**src/rtl/gsa_ram.sv**
```systemverilog
module gsa_ram #(
    parameter int WIDTH = 8,
    parameter int DEPTH = 32
) (
    input  logic                                   i_clk,
    input  logic                                   i_we,
    input  logic [(DEPTH > 1 ? $clog2(DEPTH) : 1)-1:0] i_waddr,
    input  logic [WIDTH-1:0]                       i_wdata,
    input  logic [(DEPTH > 1 ? $clog2(DEPTH) : 1)-1:0] i_raddr,
    output logic [WIDTH-1:0]                       o_rdata
);

    logic [WIDTH-1:0] r_mem [DEPTH];

    // write port and registered read port
    always_ff @(posedge i_clk) begin
        if (i_we) begin
            r_mem[i_waddr] <= i_wdata;
        end
        o_rdata <= r_mem[i_raddr];
    end

endmodule

```
**config.mk**
```make
export PLATFORM = sky130hd
export DESIGN_NAME = gsa_ram
export DESIGN_NICKNAME = d
export VERILOG_FILES = /design/src/rtl/gsa_ram.sv
export SDC_FILE = /design/constraint.sdc
export NUM_CORES = 1
export LEC_CHECK = 0
export ABC_AREA = 1
export BUFFER_PORTS_ARGS = -buffer_cell sky130_fd_sc_hd__buf_4
export CAP_MARGIN = 15
export CORE_MARGIN = 2
export CORE_UTILIZATION = 55
export DETAILED_ROUTE_END_ITERATION = 8
export GPL_TIMING_DRIVEN = 0
export PLACE_DENSITY = 0.72
export RECOVER_POWER = 50
export SYNTH_ARGS = -nofsm -noshare
export SYNTH_HDL_FRONTEND = slang
export SYNTH_SLANG_ARGS = --single-unit
```
**constraint.sdc**
```tcl
create_clock -name i_clk -period 2.82 [get_ports i_clk]
set_input_delay 0 -clock i_clk [delete_from_list [all_inputs] [get_ports i_clk]]
set_output_delay 0 -clock i_clk [all_outputs]
set_load 0.05 [all_outputs]
```
Word-level counts from Yosys, hierarchy flattened
Memory sizes are Yosys's and may differ from the RTL's. A register that Yosys moved wholly into a read port is not among the register bits.
Cells that the tools add are included.
{"block": "totals", "ff_bits": 0, "ramBits": 256, "out_inout_bits": 8, "elab_cells": 3, "mem_count": 1}
{"memory": "r_mem", "depth": 32, "word_bits": 8, "read_ports": 1, "rd_clocked_by_memory_dff": 1, "write_ports": 1, "line_no": "13", "text": "logic [WIDTH-1:0] r_mem [DEPTH];"}
{"block": "op_classes", "muxes": 2}
{"op": "two-way mux 1 bit", "count": 2}

Logic depth before layout (Yosys ltp)
{"block": "depth", "word_depth": 2, "depth_mapped": 11}

Worst setup path after synthesis
No wires, ideal clock.
{"block": "synth_timing", "path_type": "input to register", "start": "input i_waddr[0] in the netlist's numbering", "end": "memory r_mem[0][0], enable pin", "setup_time_ps": 370, "t_arrival_ps": 664, "path_slack_ps": 1786, "cell_stages": 3, "cell_sequence": "inv_1 nand3_1 nor2_1"}
{"item": "start, declared", "line_no": "7", "text": "input logic [(DEPTH > 1 ? $clog2(DEPTH) : 1)-1:0] i_waddr,"}
{"item": "end, declared", "line_no": "13"}
No word-level cell before the write port.

Worst setup path after layout
{"block": "layout_timing", "start": "input i_wdata[1]", "end": "memory r_mem[27][1], data pin"}
{"item": "start, declared", "line_no": "8", "text": "input logic [WIDTH-1:0] i_wdata,"}
No word-level cell before the write port.

==> results.cfg <==
[detailed_routing]
wirelength_mm = 27.2
vias_per_cell = 5.77
firstDrtPassIters = 6
dr_total_vias = 7340
drc = 0
wl_per_cell_um = 21.4
drt_iter0_markers = 985
antenna_left = 0

[logic_synthesis]
synth_top_cell_area_share_pct = 71.3
syn_nets = 942
ys_ff_latch = 264
yosys_warnings = 0
avgSynthCellArea_um2 = 11.7
ys_types = 12
synthTopCellsByArea = edfxtp_1 (71%), nand2_1 (13%), nand3_1 (9.5%), buf_6 (2.5%), dfxtp_1 (1.5%)
yosysTopAreaCell = edfxtp_1
synthCells = 922
ys_seq_area_share_pct = 72.8
syn_area_um2 = 10800

[global_route]
grt_usage_pct = 26.8
grt_pass1_vias = 6689
grt-ovfl-total = 0
antenna_found_initial = 2
grt_pass1_wl_mm = 40.0
grt_max_degree = 33

[setup_path]
critPathCaptureType = flip-flop
crit_required_ns = 2.88
critPathLaunchType = primary input
critPathTopFamily = buffers and inverters
path_max_fanout = 32
critPathArrivalTime_ns = 1.93
max_stage_delay_ns = 1.38
crit_chain = dlygate4sd3_1, clkbuf_1
r2r_setup_slack_ns = 1.10
crit_type = in2reg
path_buf_inv = 2
cp_slowest_cell = clkbuf_1

[finish]
final_common_cell = nand2_1
design_area_um2 = 12300
final_cell_mix = nand2_1 (360), edfxtp_1 (256), nand3_1 (204)
drive_above_1_share_pct = 10.1
nets = 1006
fill_cells = 1473
fin_cells = 1272
post-route-util_pct = 63.5
area_growth_pct = 13.9

[sta]
fin_crit_sh_pct = 66.4
min_period_ns = 1.87
slew_headroom_pct = -28.1
timing_worst_slew_pin_value_ns = 1.92
slew_viol_final = 264
hold_viol_final = 0
rsz0062_at_grt = false
skew_ns = 0.0100
setup_ws_ns = 0.949
setup_viol = 0
fmax_ghz = 0.534
fin_tns_setup_ns = 0

[cts]
clk_latency_ns = 0.54
root_buffer = clkbuf_16
clk_pin_slew_ns = 0.06
htreeDepth = 1
postCtsHoldBufs = 11
clock_sinks = 264
cts_buffers = 27
cts_resized = 0
cts_tree = built
postCtsSetupRepairBufs = 0
clk_path_buf_depth = 3

[power]
power_density_nw_per_um2 = 707
leakagePower_nw = 4.58
vdd.ir_drop.worst_mv = 0.456

[placement]
place_area_um2 = 11300
portBuffers = 24
place_hpwl_mm = 17.1
pre_cts_slack_ns = 1.08
post-place-cells = 1211
gp_congestion = 0.917

[floorplanning]
core-area_um2 = 19300
fp-row-count = 51
die_y_um = 144
floorplan.initialDensity_pct = 55.8
dieArea_um2 = 20700
ioPinCount = 28
die_x_um = 144

[job]
drv_cap = 8

[status]
violations = capacitance limit, slew limit
status = complete, but fails checks

[hold_path]
hp-class = in2reg
-- metrics by stage --
step                hold WS, ns  total power, mW
floorplan                0.0989             4.82
detailed placement        0.434             5.08
global placement          0.439             5.07
global route              0.186             8.87
CTS                       0.144             8.67
finish                    0.150             8.68
-- layer usage --
layer / GRT usage (%) / share of wire (%) / vias up
li1: - / - / 3341
met5: 0 / 0.033 / -
met2: 43.0 / 47 / 431
met1: 39.0 / 40 / 3507
met4: 7.02 / 2.6 / 2
met3: 4.04 / 10 / 59
-- cell type report --
class | count | area, µm² | share of cell area (%)
sequential | 264 | 7850 | 63.9
multi-input combinational | 596 | 2490 | 20.3
clock buffer | 37 | 743 | 6.05
buffer | 52 | 409 | 3.33
tap | 265 | 332 | 2.70
timing repair buffer | 35 | 256 | 2.09
clock inverter | 12 | 164 | 1.33
inverter | 10 | 37.5 | 0.306
antenna | 1 | 2.50 | 0.0204
-- power breakdown --
| part | switching (mW) | internal (mW) | leakage [nW] | total, mW |
|---|---|---|---|---|
| clock network | 1.45 | 2.21 | 0.451 | 3.66 |
| logic | 0.463 | 0.180 | 1.76 | 0.643 |
| registers | 0.0130 | 4.37 | 2.37 | 4.38 |
| total | 1.93 | 6.75 | 4.58 | 8.68 |
-- Yosys cell counts --
cell type	instances
edfxtp_1	256
buf_2	15
buf_6	24
nand3_1	204
clkbuf_1	7
nand2_1	360
dfxtp_1	8
buf_1	2
buf_4	4
inv_1	8
nor2_1	32
inv_2	2
-- path summary, 6_finish.rpt --
check / start / endpoint / cells after the start
max: i_wdata[1] / r_mem[27][1] / 2
min: i_waddr[4] / r_mem[25][0] / 3
max reg2reg: r_mem[29][4] / o_rdata[4] / 9
min reg2reg: r_mem[10][7] / o_rdata[7] / 8
-- registers in the layout, indices dropped and copies added, names as in the netlist --
| register | count |
|---|---|
| r_mem | 256 |
| o_rdata | 8 |
-- cell families (layout without fill, tap and decap cells) --
logic type,after synthesis,after routing,synth area share [%]
buffers and inverters,62,146,4.14
DFF,264,264,72.8
other,0,1,0
and+or+nand+nor,596,596,23.1
(Power assumes the default switching activity.)
