<file path="src/rtl/gsa_pkg.sv">
package gsa_pkg;

    localparam int MAX_LEN_DEF = 32;
    localparam int SCORE_W     = 10;
    localparam int ROW_W       = 6;
    localparam int SIM_W       = 5;

    // item kinds
    localparam logic [1:0] K_LOAD_A = 2'd0;
    localparam logic [1:0] K_LOAD_B = 2'd1;
    localparam logic [1:0] K_RUN    = 2'd2;

    // traceback codes
    localparam logic [1:0] TR_DIAG = 2'd0;
    localparam logic [1:0] TR_LEFT = 2'd1;
    localparam logic [1:0] TR_UP   = 2'd2;

    localparam logic [7:0] CH_A   = 8'h41;
    localparam logic [7:0] CH_C   = 8'h43;
    localparam logic [7:0] CH_G   = 8'h47;
    localparam logic [7:0] CH_T   = 8'h54;
    localparam logic [7:0] CH_GAP = 8'h2d;

    localparam logic signed [SIM_W-1:0] SIM [5][5] = '{
        '{5'sd10, -5'sd1, -5'sd3, -5'sd4, -5'sd5},
        '{-5'sd1, 5'sd7,  -5'sd5, -5'sd3, -5'sd5},
        '{-5'sd3, -5'sd5, 5'sd9,  5'sd0,  -5'sd5},
        '{-5'sd4, -5'sd3, 5'sd0,  5'sd8,  -5'sd5},
        '{-5'sd5, -5'sd5, -5'sd5, -5'sd5, 5'sd0}
    };

    typedef logic signed [SCORE_W-1:0] t_score;

    // one beat handed from cell to cell along the chain
    typedef struct packed {
        logic             v;
        logic [ROW_W-1:0] row;
        logic [7:0]       a;
        t_score           h;
    } t_link;

    function automatic logic [2:0] base_idx(input logic [7:0] ch);
        logic [2:0] r;
        case (ch)
            CH_A:    r = 3'd0;
            CH_C:    r = 3'd1;
            CH_G:    r = 3'd2;
            CH_T:    r = 3'd3;
            default: r = 3'd4;
        endcase
        return r;
    endfunction

    function automatic logic signed [SIM_W-1:0] sim(input logic [7:0] x, input logic [7:0] y);
        return SIM[base_idx(x)][base_idx(y)];
    endfunction

endpackage

</file>
<file path="src/rtl/gsa_ram.sv">
module gsa_ram #(
    parameter int WIDTH = 8,
    parameter int DEPTH = 32
) (
    input  logic                                   i_clk,
    input  logic                                   i_we,
    input  logic [(DEPTH > 1 ? $clog2(DEPTH) : 1)-1:0] i_waddr,
    input  logic [WIDTH-1:0]                       i_wdata,
    input  logic [(DEPTH > 1 ? $clog2(DEPTH) : 1)-1:0] i_raddr,
    output logic [WIDTH-1:0]                       o_rdata
);

    logic [WIDTH-1:0] r_mem [DEPTH];

    // write port and registered read port
    always_ff @(posedge i_clk) begin
        if (i_we) begin
            r_mem[i_waddr] <= i_wdata;
        end
        o_rdata <= r_mem[i_raddr];
    end

endmodule

</file>
<file path="src/rtl/gsa_cell.sv">
module gsa_cell #(
    parameter int MAX_LEN = gsa_pkg::MAX_LEN_DEF,
    parameter int IDX     = 1
) (
    input  logic                  i_clk,
    input  logic                  i_rst_n,
    input  logic                  i_init,
    input  gsa_pkg::t_link        i_link,
    output gsa_pkg::t_link        o_link,
    input  logic                  i_b_we,
    input  logic [7:0]            i_b_sym,
    output logic [7:0]            o_b,
    input  logic [(MAX_LEN > 1 ? $clog2(MAX_LEN) : 1)-1:0] i_tr_raddr,
    output logic [1:0]            o_tr_q
);

    localparam int AW = MAX_LEN > 1 ? $clog2(MAX_LEN) : 1;
    localparam int SW = gsa_pkg::SCORE_W;
    localparam gsa_pkg::t_score UP0 = SW'(-5 * IDX);
    localparam gsa_pkg::t_score LP0 = SW'(-5 * (IDX - 1));

    logic                          r_v;
    logic [gsa_pkg::ROW_W-1:0]     r_row;
    logic [7:0]                    r_a;
    logic [7:0]                    r_b;
    gsa_pkg::t_score               r_h;
    gsa_pkg::t_score               r_lp;

    logic signed [SW:0]            w_d;
    logic signed [SW:0]            w_l;
    logic signed [SW:0]            w_u;
    logic signed [SW:0]            w_best;
    logic [1:0]                    w_tr;
    logic [gsa_pkg::ROW_W-1:0]     w_rowm1;

    // score this cell from diagonal, left and up neighbors
    always_comb begin
        w_d = (SW+1)'(r_lp) + (SW+1)'(gsa_pkg::sim(i_link.a, r_b));
        w_l = (SW+1)'(i_link.h) + (SW+1)'(gsa_pkg::sim(gsa_pkg::CH_GAP, r_b));
        w_u = (SW+1)'(r_h) + (SW+1)'(gsa_pkg::sim(i_link.a, gsa_pkg::CH_GAP));
        w_best = w_d;
        if (w_l > w_best) begin
            w_best = w_l;
        end
        if (w_u > w_best) begin
            w_best = w_u;
        end
        if (w_best == w_l) begin
            w_tr = gsa_pkg::TR_LEFT;
        end else if (w_best == w_u) begin
            w_tr = gsa_pkg::TR_UP;
        end else begin
            w_tr = gsa_pkg::TR_DIAG;
        end
        w_rowm1 = i_link.row - gsa_pkg::ROW_W'(1);
    end

    always_ff @(posedge i_clk) begin
        if (!i_rst_n) begin
            r_v <= 1'b0;
        end else begin
            r_v <= i_link.v;
        end
    end

    // hold the column score, pass the row on
    always_ff @(posedge i_clk) begin
        if (i_init) begin
            r_h  <= UP0;
            r_lp <= LP0;
        end else if (i_link.v) begin
            r_h  <= w_best[SW-1:0];
            r_lp <= i_link.h;
        end
        r_a   <= i_link.a;
        r_row <= i_link.row;
        if (i_b_we) begin
            r_b <= i_b_sym;
        end
    end

    assign o_link = '{v: r_v, row: r_row, a: r_a, h: r_h};
    assign o_b    = r_b;

    gsa_ram #(.WIDTH(2), .DEPTH(MAX_LEN)) u_trace (
        .i_clk   (i_clk),
        .i_we    (i_link.v),
        .i_waddr (w_rowm1[AW-1:0]),
        .i_wdata (w_tr),
        .i_raddr (i_tr_raddr),
        .o_rdata (o_tr_q)
    );

endmodule

</file>
<file path="config.mk">
export PLATFORM = sky130hd
export DESIGN_NAME = gsa_cell
export DESIGN_NICKNAME = d
export VERILOG_FILES = /design/src/rtl/gsa_pkg.sv /design/src/rtl/gsa_ram.sv /design/src/rtl/gsa_cell.sv
export SDC_FILE = /design/constraint.sdc
export NUM_CORES = 1
export LEC_CHECK = 0
export ABC_AREA = 0
export BUFFER_PORTS_ARGS = -buffer_cell sky130_fd_sc_hd__buf_2
export CAP_MARGIN = 20
export CORE_MARGIN = 5
export CORE_UTILIZATION = 60
export CTS_CLUSTER_DIAMETER = 50
export CTS_CLUSTER_SIZE = 8
export DETAILED_ROUTE_END_ITERATION = 8
export GPL_ROUTABILITY_DRIVEN = 0
export GPL_TIMING_DRIVEN = 0
export PLACE_DENSITY = 0.92
export SLEW_MARGIN = 15
export SYNTH_ARGS = -nofsm -noshare
export SYNTH_HDL_FRONTEND = slang
export SYNTH_SLANG_ARGS = --single-unit
export TNS_END_PERCENT = 30
</file>
<file path="constraint.sdc">
create_clock -name i_clk -period 9.85 [get_ports i_clk]
set_clock_uncertainty 0.05 [all_clocks]
set_input_delay 0 -clock i_clk [delete_from_list [all_inputs] [get_ports i_clk]]
set_output_delay 0 -clock i_clk [all_outputs]
set_load 0.01 [all_outputs]
</file>
After elaboration in Yosys (flattened, before gate mapping)

Memories as Yosys holds them, arrays and structs flattened. A register that Yosys moved wholly into a read port is not among the register bits.
Index checks and enable logic that the tools add are counted.

$mul: 0
Magnitude comparators: 4
Reductions and logical operators: 0
Multiplexer cells: 15
$add $sub $neg: 4
Eq/ne operators: 10
Divide/modulo/power cells: 0
Shift operators: 0
Bitwise gates (word level): 2

Operator list:

| kind                                                                   | count |
|---|---|
| 8-bit by 7-bit equality test with 1-bit output (second input constant) | 8 |
| 25-bit two-way mux                                                     | 2 |
| 10-bit by 5-bit adder with 11-bit output                               | 3 |
| 3-bit case mux with 4 select lines                                     | 2 |
| 11-bit equality test                                                   | 2 |
| 11-bit > comparator                                                    | 2 |
| 11-bit two-way mux                                                     | 2 |
| 5-bit two-way mux                                                      | 4 |
| 5-bit binary-select mux with 3-bit select                              | 1 |
| 4-bit >= comparator (second input constant)                            | 2 |
| 3-bit NOT with 4-bit output                                            | 2 |
| 5-bit by 1-bit subtractor with 5-bit output (second input constant)    | 1 |
| 2-bit two-way mux                                                      | 2 |
| 1-bit two-way mux                                                      | 2 |

Memories kept: 3
Bits in read-only memories: 240
Word-level logic and storage cells: 44
Bits of input ports: 42
Bits in latches: 0
Output and inout bits: 35
Memory bits (writable): 64
Register bits after elaboration: 43

Memory list:

| name             | words | bits a word | read ports | clocked after memory_dff | wr ports | RTL line      | text |
|---|---|---|---|---|---|---|---|
| (name not given) | 8     | 25          | 1          | 0                        | 0        | gsa_pkg.sv:55 | `return SIM[base_idx(x)][base_idx(y)];` |
| u_trace.r_mem    | 32    | 2           | 1          | 1                        | 1        | gsa_ram.sv:13 | `logic [WIDTH-1:0] r_mem [DEPTH];` |
| (name not given) | 8     | 5           | 1          | 0                        | 0        | gsa_pkg.sv:55 |  |

Logic depth before layout (Yosys ltp)

Gate-level depths: netlist of run 1.

Word-level depth: 17
Gate-level depth with buffers: 35
Depth with buffers taken out: 33

By module

A second synthesis of run 1 with hierarchy kept.

Cell total of the unflattened synthesis: 678
Area total of the unflattened synthesis: 7,000.5 µm²

Modules (own cells, without submodules):

| module   | cells an instance | sequential area each (µm²) | area each (µm²) | times used |
|---|---|---|---|---|
| gsa_cell | 493               | 940.9                      | 4,217.8         | 1 |
| gsa_ram  | 185               | 1,961.9                    | 2,782.7         | 1 |

Worst setup path before layout of run 1

OpenSTA, ideal clock, no wires.

Path type: reg2reg
Start point: register r_b[3], in the netlist o_b[3]
End point: memory u_trace.r_mem[0][1], data pin
Path buffers: 3
Period minus slack after synthesis: 8.458 ns
Library setup time: 0.398 ns
Slack: 1.392 ns
Data arrival time: 8.010 ns
Required time: 9.402 ns
Stages on the path, launching flop included: 31
Cells stage by stage: edfxtp_1 nor4b_1 o21ai_0 nand2_1 o21ai_0 nand2_1 o41ai_1 a21oi_1 ha_1 inv_1 fa_1 nor2b_1 o221a_2 o22a_1 xor2_1 inv_1 ha_1 nand4_1 nor3_1 a41oi_1 nand2_1 clkbuf_1 o21ai_0 ha_1 a2111oi_0 a21bo_2 o31ai_1 clkbuf_1 clkbuf_1 o311ai_0 a41oi_1

Word-level cells in the longest chain between the ends: 14
Elaborated cells on any way between the ends: 22
Those cells by class: add/sub (2); order compare (2); eq/ne (6); mux (10); bitwise (1); memory (1)

RTL lines:

| item                                                                          | RTL line                       | text |
|---|---|---|
| from (decl)                                                                   | gsa_cell.sv:25                 | `logic [7:0] r_b;` |
| from (signal assigned)                                                        | gsa_cell.sv:78                 | `r_b <= i_b_sym;` |
| 8-bit by 7-bit equality test with 1-bit output                                | gsa_pkg.sv:44                  | `case (ch)` |
| 3-bit case mux with 4 select lines *                                          | gsa_pkg.sv:44                  |  |
| 3-bit NOT with 4-bit output (not written as such) *                           | gsa_pkg.sv:55                  |  |
| memory 8 x 5 bit or 5-bit binary-select mux with 3-bit select (tied branches) | n/a                            |  |
| 5-bit two-way mux (not written as such) (2 in a row)                          | gsa_pkg.sv:55                  |  |
| 10-bit by 5-bit adder with 11-bit output (on tied branches)                   | gsa_cell.sv:39, gsa_cell.sv:38 |  |
| 11-bit > comparator                                                           | gsa_cell.sv:42                 | `if (w_l > w_best) begin` |
| 11-bit two-way mux                                                            | gsa_cell.sv:42                 |  |
| 11-bit > comparator                                                           | gsa_cell.sv:45                 | `if (w_u > w_best) begin` |
| 11-bit two-way mux                                                            | gsa_cell.sv:45                 |  |
| 11-bit equality test                                                          | gsa_cell.sv:50                 | `end else if (w_best == w_u) begin` |
| 2-bit two-way mux                                                             | gsa_cell.sv:50                 |  |
| 2-bit two-way mux *                                                           | gsa_cell.sv:48                 | `if (w_best == w_l) begin` |
| via u_trace.i_wdata[1]                                                        | gsa_ram.sv:8                   | `input logic [WIDTH-1:0] i_wdata,` |
| to (decl)                                                                     | gsa_ram.sv:13                  |  |

Mark *: on every way through the listed nets, which the timed path passes. The rest lies on a longest branch. The select of a mux whose other input is x is not followed.

Worst setup path after layout of run 1

Start point: input i_link[10] (netlist bit)
End point: memory u_trace.r_mem[2][0], data pin

Word-level cells in the longest chain between the ends: 16
Elaborated cells on any way between the ends: 20
Those cells by class: add/sub (2); order compare (2); eq/ne (5); mux (9); bitwise (1); memory (1)

RTL lines:

| item                                                    | RTL line       | text |
|---|---|---|
| from (decl)                                             | gsa_cell.sv:8  | `input gsa_pkg::t_link i_link,` |
| 8-bit by 7-bit equality test with 1-bit output          | gsa_pkg.sv:44  |  |
| 3-bit case mux with 4 select lines *                    | gsa_pkg.sv:44  |  |
| 3-bit NOT with 4-bit output (not written as such) *     | gsa_pkg.sv:55  |  |
| memory 8 x 25 bit *                                     | n/a            |  |
| 25-bit two-way mux (not written as such) * (2 in a row) | gsa_pkg.sv:55  |  |
| 5-bit binary-select mux with 3-bit select               | gsa_pkg.sv:55  |  |
| 5-bit two-way mux (not written as such) (2 in a row)    | gsa_pkg.sv:55  |  |
| 10-bit by 5-bit adder with 11-bit output                | gsa_cell.sv:38 | `w_d = (SW+1)'(r_lp) + (SW+1)'(gsa_pkg::sim(i_link.a, r_b));` |
| 11-bit > comparator                                     | gsa_cell.sv:42 |  |
| 11-bit two-way mux                                      | gsa_cell.sv:42 |  |
| 11-bit > comparator                                     | gsa_cell.sv:45 |  |
| 11-bit two-way mux *                                    | gsa_cell.sv:45 |  |
| 11-bit equality test *                                  | gsa_cell.sv:48 |  |
| 2-bit two-way mux *                                     | gsa_cell.sv:48 |  |
| via u_trace.i_wdata[0]                                  | gsa_ram.sv:8   |  |

Marks and branches as above.

==> impl_metrics.yaml, run 1 <==
synthesis:
  yosys-top-cells-count: "76 x nor2_1, 72 x edfxtp_1, 55 x ha_1"
  avgSynthCellArea_um2: 10.4
  synth.most_common_cell: "nor2_1"
  yosysTopAreaCell: "edfxtp_1"
  synth_nets: 782
  synth_top_area_share_pct: 30.5
  yosysUniqueCellTypes: 74
  synth_area_leaders: "edfxtp_1 31%, dfxtp_1 10%, ha_1 9.7%, mux4_2 6.4%, nor2_1 4.0%"
  synth_seq_cells: 109
  synth_ff_type: "edfxtp_1"
  synthArstFlopShare_pct: 0
  synth-edff-count: 72
  ys_warn_count: 0
  yosysSeqAreaShare_pct: 41.0
  netlist_instances: 682
  netlist_area_um2: 7090
setup_path:
  setup.worst_path.start_class: "primary input"
  r2r_setup_slack_ns: 0.67
  cp-end-kind: "flop"
  crit_path_end: "u_trace.r_mem[2][0]$_DFFE_PP_"
  cp_slowest_cell: "dlygate4sd3_1"
  reg2reg_depth: 32
  critPathKind: "in2reg"
  slowest_delay_ns: 0.53
  crit_start: "i_link[10]"
  r2r_end: "u_trace.r_mem[2][0]$_DFFE_PP_"
  rr_startpoint: "o_b[1]$_DFFE_PP_"
  critPathArrivalTime_ns: 9.33
  cp_data_required_time_ns: 9.90
  worstPathMaxFanout: 20
clock_network:
  clkTransAtPathRegs_ns: 0.07
  cts.sinks: 109
  cts_max_path_buffers: 2
  htree_levels: 3
  cts_root_buf: "clkbuf_16"
  clk_latency_ns: 0.35
  cts_buffers: 9
  cts_tree: "built"
floorplan:
  dieArea_um2: 14100
  initial_core_util_pct: 61.5
  die_x_um: 119
  pin_count: 77
  core_area_um2: 11500
  num_rows: 39
  die_height_um: 119
global_routing:
  track_usage_pct: 26.2
  grt_max_degree: 33
  gr-total-overflow: 0
  antenna_found_initial: 0
  grt_pass1_vias: 6198
  grt_pass1_wl_um: 30000
finish:
  stdcell_area_um2: 8390
  finalNetCount: 905
  drive_above_1_share_pct: 17.3
  diodes: 0
  fillers: 802
  area_growth_pct: 18.4
  finalNonFillerCells: 953
power:
  power_density_nw_per_um2: 178
  p_leak_nw: 3.40
  peakVddDrop_uv: 135
detailed_routing:
  drc: 0
  drtIter0Drc: 600
  routed_via_density: 6.38
  wl_um: 18300
  ant_nets: 0
  vias: 6083
  first_pass_iters: 6
  wire_per_inst_um: 19.2
min_path:
  hold_path_class: "in2reg"
timing:
  tightest_slew_ns: 0.876
  max-slew-margin-rel_pct: 40.9
  slew_violations: 0
  period_share_pct: 94.2
  max_freq_ghz: 0.108
  finalHoldViolCount: 0
  finalSetupViolations: 0
  min_period_ns: 9.28
placed_design:
  port_buffers: 73
  place_inst: 899
  place_area_um2: 7650
  place_hpwl_um: 13400
run_status:
  outcome: "completed"
job:
  max_cap_violations: 0
flip-flops by register name (all words and copies together), names as in the netlist:
| register | flops |
|---|---|
| r_v | 1 |
| r_a | 8 |
| o_b | 8 |
| r_h | 10 |
| u_trace.r_mem | 64 |
| u_trace.o_rdata | 2 |
| r_lp | 10 |
| r_row | 6 |
per-layer routing:
layer	wire length (um)	vias to the layer above	GRT usage, %
met2	9390	293	46.8
met3	1440	45	6.11
met4	452	0	8.98
li1	-	2839	-
met1	7020	2906	31.0
met5	0	-	0
per-stage QoR:
stage	power, W	setup slack, ns	utilization, %	hold WS (ns)	setup TNS (ns)
after CTS	0.00148	0.0159	72.4	0.0215	0
after global placement	0.00105	-0.797	66.3	0.0526	-25.47
after floorplan	0.000935	1.39	-	-0.0223	0
after global routing	0.00157	-0.0273	72.8	0.0560	-0.452
after detailed placement	0.00108	-0.117	66.4	0.0541	-2.99
final	0.00150	0.572	72.8	0.0418	0
placed cells by master, fill, tap and decap left out, types with 4 or more instances in the layout:
cell,count
nand3b_1,6
clkbuf_16,10
and2_1,5
o21a_1,4
mux4_2,20
ha_1,55
dfxtp_1,37
clkbuf_1,12
edfxtp_1,72
xnor2_1,21
nor3_1,18
xor2_1,16
nand2b_1,5
dlygate4sd3_1,36
nor2b_1,10
a211o_1,12
nand3_1,11
buf_1,4
inv_1,39
nand4_1,8
or2_2,6
a21o_1,8
and3_1,6
buf_2,74
nand2_1,44
nor3b_1,6
a211oi_1,8
a221oi_1,6
nor2_1,76
a31oi_1,12
o211ai_1,5
o21ai_0,24
mux2i_1,12
a21oi_1,34
logic make-up (layout without fill, tap and decap cells):
family | after synthesis | after routing | share of synthesized area [%]
adder cells (fa/ha/maj) | 58 | 58 | 10.6
XOR/XNOR | 39 | 39 | 5.23
flip-flops | 109 | 109 | 41.0
multiplexers | 34 | 34 | 8.37
buffers and inverters | 61 | 189 | 3.41
AND/OR/NAND/NOR | 225 | 225 | 15.9
AO/OA/AOI/OAI | 156 | 156 | 15.6
worst max-delay path: cells and delay by family:
family | cells | cell delay, ns
adders and majority gates | 4 | 1.26
xor gates and xnor gates | 1 | 0.41
AOI/OAI and AO/OA | 9 | 2.90
buffers and inverters | 10 | 2.46
and+or+nand+nor | 10 | 2.24
area by class of cell:
class	count	area, um2	area share, %
Sequential cell	109	2900	34.6
Inverter	40	154	1.83
Buffer	21	95.1	1.13
Tap cell	143	179	2.13
Timing Repair Buffer	112	772	9.20
Clock inverter	4	35.0	0.418
Clock buffer	12	268	3.19
Multi-Input combinational cell	512	3980	47.5
how the worst min path moves through the flow:
stage / end / slack [ns] / cells past startpoint / startpoint
after floorplan: r_a[0]$_DFF_P_ / -0.02 / 0 / i_link[10]
after global placement: r_row[5]$_DFF_P_ / 0.05 / 1 / i_link[23]
after detailed placement: r_row[5]$_DFF_P_ / 0.05 / 1 / i_link[23]
after CTS: r_lp[7]$_SDFFE_PP0P_ / 0.02 / 2 / i_init
after global routing: r_lp[6]$_SDFFE_PP0P_ / 0.06 / 2 / i_init
final: r_lp[4]$_SDFFE_PP0P_ / 0.04 / 2 / i_init
timing repair:
action                     in CTS  in global routing
hold buffers                   36                  0
buffers inserted                1                  0
hold endpoints to repair       46                  0
setup endpoints to repair      64                 71
pin swaps                       1                  0
resized for setup               1                 13
power by group:
group / internal (W) / switching, W
Combinational: 0.000221 / 0.000338
Sequential: 0.000558 / 0.0000145
Clock: 0.000197 / 0.000168
No activity file was read; power rests on OpenSTA's default activity.
==> run 2: changes to the inputs <==
CORE_UTILIZATION = 64   (was 60)
PLACE_DENSITY = 0.95   (was 0.92)
clock period = 11.8 ns   (was 9.85 ns; I/O delays follow)
==> run 2 against run 1 <==
Compared with the run above:
- global-route usage rose by 3.4 points
- design area fell by 2.5%
- critical path depth increased by 1
- sequential share of layout area grew 0.90 points
- cell count decreased by 0.42%
- clock-buffer cell count is 2 lower
- register-to-register slack improved by 1.0 ns
- sequential cell count unchanged
- total power fell by 25%
- die area shrank 5.7%
==> impl_metrics.yaml, run 2 (synthesized netlist as in run 1, its figures left out) <==
finish:
  regArea_um2: 2900
  area_growth_pct: 15.4
  drive_above_1_share_pct: 15.9
  final_common_cell: "nor2_1"
  diodes: 0
  reg_top3: "u_trace.r_mem x64, r_h x10, r_lp x10"
  final_core_util_pct: 75.4
  fillers: 693
  finalNetCount: 904
  stdcell_area_um2: 8180
  largest_reg_flops: 64
  regMostFlops: "u_trace.r_mem"
  multi_input_area_um2: 3950
  final_cell_mix: "76 x nor2_1, 74 x buf_2, 72 x edfxtp_1, 55 x ha_1, 45 x nand2_1"
timing:
  finalHoldViolCount: 0
  max-slew-margin-rel_pct: 30.6
  slew_violations: 0
  max_freq_ghz: 0.0952
  fin_setup_tns_ns: 0
  rsz0062_at_grt: "false"
  tightest_slew_ns: 1.04
  finalSetupViolations: 0
  min_period_ns: 10.50
  period_share_pct: 89.0
clock_network:
  cts_tree: "built"
  cts_setup_buffers: 0
  cts_root_buf: "clkbuf_8"
  htree_levels: 3
  clkTransAtPathRegs_ns: 0.11
  clk_latency_ns: 0.40
  cts_buffers: 9
  cts_max_path_buffers: 2
  cts.sinks: 109
  cts_resized: 0
  postCtsHoldBufs: 36
power:
  power_density_nw_per_um2: 138
  peakVddDrop_uv: 91.7
  p_leak_nw: 3.31
floorplan:
  pin_count: 77
  num_rows: 38
  dieArea_um2: 13300
  die_height_um: 115
  die_x_um: 115
  core_area_um2: 10800
  initial_core_util_pct: 65.4
min_path:
  hold_path_class: "in2reg"
  hold_start: "i_init"
  whs_path_depth: 2
  hold_path_end: "r_lp[5]$_SDFFE_PP0P_"
global_routing:
  grt_pass1_wl_um: 30700
  grt_pass1_vias: 6246
  track_usage_pct: 29.6
  antenna_found_initial: 0
  gr-total-overflow: 0
  grt_max_degree: 33
setup_path:
  critPathKind: "in2reg"
  worstPathMaxFanout: 17
  slowest_delay_ns: 0.68
  rr_startpoint: "o_b[3]$_DFFE_PP_"
  path_common_cell: "ha_1"
  crit_family: "compound AO/OA/AOI/OAI gates"
  cp-end-kind: "flop"
  cp_slowest_cell: "a41oi_2"
  setup.worst_path.start_class: "primary input"
  r2r_setup_slack_ns: 1.68
  crit_buf_inv: 9
  cp_data_required_time_ns: 11.98
  reg2reg_depth: 28
  r2r_end: "u_trace.r_mem[1][1]$_DFFE_PP_"
  critPathArrivalTime_ns: 10.69
placed_design:
  place_area_um2: 7650
  place_hpwl_um: 13500
  port_buffers: 73
detailed_routing:
  first_pass_iters: 6
  wl_um: 19000
  drtIter0Drc: 599
  wire_per_inst_um: 20.0
  ant_nets: 0
  routed_via_density: 6.55
  vias: 6214
  drc: 0
run_status:
  outcome: "completed"
job:
  max_cap_violations: 0
-- run 2: final cells by class --
cell class / instances / share of cell area, %
multi-input cells: 512 / 48.3
inverters: 40 / 1.84
clock inverters: 6 / 0.459
clock buffers: 10 / 1.56
flip-flops and latches: 109 / 35.5
repair buffers: 111 / 9.07
well taps: 140 / 2.14
plain buffers: 21 / 1.12
-- run 2: routing by layer --
metal	GRT usage (%)	vias to the layer above	share of wire (%)
li1	-	2837	-
met1	33.7	2953	36
met2	52.2	348	51
met3	5.79	76	8.1
met4	16.3	0	4.9
met5	0	-	0
-- run 2: worst max-delay path by stage --
stage | start | to | slack, ns | depth (start not counted)
3_3_place_gp | o_b[3]$_DFFE_PP_ | u_trace.r_mem[16][1]$_DFFE_PP_ | 1.19 | 26
5_1_grt | i_link[13] | u_trace.r_mem[1][1]$_DFFE_PP_ | 0.47 | 30
6_report | i_link[13] | u_trace.r_mem[1][1]$_DFFE_PP_ | 1.30 | 35
2_1_floorplan | o_b[3]$_DFFE_PP_ | u_trace.r_mem[0][1]$_DFFE_PP_ | 3.34 | 30
4_1_cts | i_link[13] | u_trace.r_mem[10][1]$_DFFE_PP_ | 1.77 | 30
3_5_place_dp | i_link[13] | u_trace.r_mem[7][1]$_DFFE_PP_ | 1.94 | 29
-- run 2: report_power, final --
group          internal, W  switching [W]  total, W
sequential        0.000467      0.0000123  0.000480
clock            0.0000762       0.000129  0.000205
combinational     0.000168       0.000277  0.000445
-- run 2: metrics by stage --
stage / cells / hold WS, ns / worst slack [ns] / total power, W
final: 949 / 0.0236 / 1.30 / 0.00113
after global routing: 949 / 0.0200 / 0.473 / 0.00119
after CTS: 948 / 0.00476 / 1.77 / 0.00111
after detailed placement: 896 / 0.0615 / 1.94 / 0.000907
after global placement: 895 / 0.0523 / 1.19 / 0.000876
after floorplan: 682 / -0.0223 / 3.34 / 0.000781
==> run 3: changes to the inputs <==
PLACE_DENSITY = 0.87   (was 0.95)
SYNTH_HIERARCHICAL = 1   (was unset)
==> run 3 against run 2 <==
Compared with the run above:
- cell count fell by 0.21%
- sequential cell count unchanged
- area after synthesis shrank 1.2%
- clock power grew 14%
- total power down 7.1%
- sequential power is 2% lower
- critical endpoint is now u_trace/r_mem[23][0]$_DFFE_PP_
- global-route usage down 1.5 points
==> impl_metrics.yaml, run 3 <==
run_status:
  outcome: "completed"
min_path:
  hold_start: "i_tr_raddr[1]"
  hold_path_end: "u_trace/o_rdata[0]$_DFF_P_"
  whs_path_depth: 5
  hold_path_class: "in2reg"
finish:
  finalNetCount: 903
  finalNonFillerCells: 947
  reg_top3: "u_trace/r_mem x64, r_h x10, r_lp x10"
  area_growth_pct: 16.5
  final_cell_mix: "75 x nor2_1, 75 x buf_2, 72 x edfxtp_1, 56 x ha_1, 50 x mux2i_1"
  regMostFlops: "u_trace/r_mem"
  drive_above_1_share_pct: 14.6
  stdcell_area_um2: 8160
  largest_reg_flops: 64
  diodes: 0
power:
  seqPwrFrac_pct: 45.0
  peakVddDrop_uv: 93.7
  p_switching_w: 0.000360
  clockPowerShare_pct: 22.2
  power_frac_comb_pct: 32.8
  p_int_w: 0.000690
  p_leak_nw: 3.41
  power_density_nw_per_um2: 129
  swShare_pct: 34.3
setup_path:
  cp_slowest_cell: "or2_1"
  r2r_end: "u_trace/r_mem[23][0]$_DFFE_PP_"
  path_common_cell: "a21oi_1"
  slowest_delay_ns: 0.85
  worstPathMaxFanout: 32
  setup.worst_path.start_class: "primary input"
  reg2reg_depth: 30
  critPathKind: "in2reg"
  crit_family: "simple AND/OR/NAND/NOR gates"
  cp_data_required_time_ns: 11.77
  rr_startpoint: "o_b[5]$_DFFE_PP_"
  cp-end-kind: "flop"
  r2r_setup_slack_ns: 2.01
  crit_buf_inv: 8
  critPathArrivalTime_ns: 10.28
timing:
  min_period_ns: 10.30
  period_share_pct: 87.3
  max-slew-margin-rel_pct: 27.4
  rsz0062_at_grt: "false"
  finalSetupViolations: 0
  tightest_slew_ns: 1.09
  fin_setup_tns_ns: 0
  max_freq_ghz: 0.0971
  slew_violations: 0
  finalHoldViolCount: 0
synthesis:
  yosysUniqueCellTypes: 77
  netlist_area_um2: 7000
  synth_top_area_share_pct: 30.9
  synth_area_leaders: "edfxtp_1 31%, dfxtp_1 11%, ha_1 10%, mux2i_1 7.1%, nor2_1 4.0%"
  yosys-top-cells-count: "75 x nor2_1, 72 x edfxtp_1, 56 x ha_1"
  ys_warn_count: 6
  yosysSeqAreaShare_pct: 41.5
  netlist_instances: 678
  synth_seq_cells: 109
  synth_ff_type: "edfxtp_1"
  avgSynthCellArea_um2: 10.3
  synth_nets: 779
  synthArstFlopShare_pct: 0
  synth.most_common_cell: "nor2_1"
  yosysTopAreaCell: "edfxtp_1"
  synth-edff-count: 72
global_routing:
  antenna_found_initial: 1
  grt_max_degree: 33
  gr-total-overflow: 0
  grt_pass1_vias: 6070
  track_usage_pct: 28.1
  grt_pass1_wl_um: 29300
clock_network:
  postCtsHoldBufs: 38
  cts_setup_buffers: 0
  cts_max_path_buffers: 2
  clk_latency_ns: 0.38
  clkTransAtPathRegs_ns: 0.12
  htree_levels: 3
  cts_tree: "built"
  cts.sinks: 109
  cts_resized: 0
  cts_buffers: 9
  cts_root_buf: "clkbuf_8"
detailed_routing:
  vias: 5970
  wire_per_inst_um: 19.1
  drtIter0Drc: 474
  wl_um: 18100
  first_pass_iters: 8
  routed_via_density: 6.30
  ant_nets: 0
  drc: 0
floorplan:
  initial_core_util_pct: 64.9
  dieArea_um2: 13100
  die_height_um: 115
  core_area_um2: 10800
  num_rows: 38
  pin_count: 77
  die_x_um: 115
placed_design:
  port_buffers: 74
  place_hpwl_um: 12700
  place_inst: 893
  place_area_um2: 7570
job:
  max_cap_violations: 0
## run 3: cell count changes in the layout (fill, tap and decap cells not counted), moves of 7 or more
cell	change
mux4_2	-20
o21ai_0	-10
mux2i_1	+38
nand2_1	-8
a22oi_1	+13
o21ai_1	+7
xnor2_1	+9
## run 3: cell families after synthesis
group	share of synthesized area, %
buffers and inverters	4.02
adders and majority gates	10.9
muxes	7.31
DFF	41.5
AOI/OAI and AO/OA	14.6
and+or+nand+nor	15.8
xor gates and xnor gates	5.99
## run 3: power by group through the flow
stage | sequential [W] | combinational [W] | clock (W)
after detailed placement | 0.000480 | 0.000322 | 0
after floorplan | 0.000485 | 0.000216 | 0
after global placement | 0.000482 | 0.000296 | 0
after CTS | 0.000472 | 0.000335 | 0.000235
after global routing | 0.000475 | 0.000376 | 0.000254
final | 0.000472 | 0.000345 | 0.000233
## run 3: through the flow
stage	power (W)	hold slack [ns]	utilization (%)	worst slack, ns
final	0.00105	0.0250	75.6	1.50
after CTS	0.00104	0.0208	75.6	1.79
after global routing	0.00110	0.0592	75.6	0.917
after floorplan	0.000701	-0.0223	-	3.51
after global placement	0.000778	0.0540	69.9	1.00
after detailed placement	0.000802	0.0558	70.2	2.04
## run 3: layer usage
metal,global-route usage [%],routed length [um]
met1,34.2,7070
met3,5.07,1470
met5,0,15
met4,10.9,459
met2,49.2,9040
## run 3: worst reg2reg max path, delay by kind of cell, from the launching register on
kind / cells / cell delay (ns)
buffers and inverters: 4 / 0.95
AO/OA/AOI/OAI: 10 / 3.01
adder cells (fa/ha/maj): 3 / 1.02
flip-flops: 1 / 0.42
XOR/XNOR: 1 / 0.26
AND/OR/NAND/NOR: 12 / 3.71
## run 3: worst max-delay path by stage
stage | start | end | slack, ns | cells after the start
floorplan | o_b[3]$_DFFE_PP_ | u_trace/r_mem[0][1]$_DFFE_PP_ | 3.51 | 33
global placement | i_link[13] | u_trace/r_mem[17][1]$_DFFE_PP_ | 1.0 | 30
detailed placement | i_link[13] | u_trace/r_mem[19][0]$_DFFE_PP_ | 2.04 | 36
CTS | i_link[13] | u_trace/r_mem[6][0]$_DFFE_PP_ | 1.79 | 36
global route | i_link[13] | u_trace/r_mem[30][0]$_DFFE_PP_ | 0.92 | 36
finish | i_link[13] | u_trace/r_mem[23][0]$_DFFE_PP_ | 1.50 | 37
## run 3: layout make-up
type,instances,area (um2)
Multi-Input combinational cell,510,3830
Inverter,39,146
Tap cell,140,175
Fill cell,698,2640
Buffer,20,135
Timing Repair Buffer,113,766
Clock inverter,5,51.3
Sequential cell,109,2900
Clock buffer,11,153
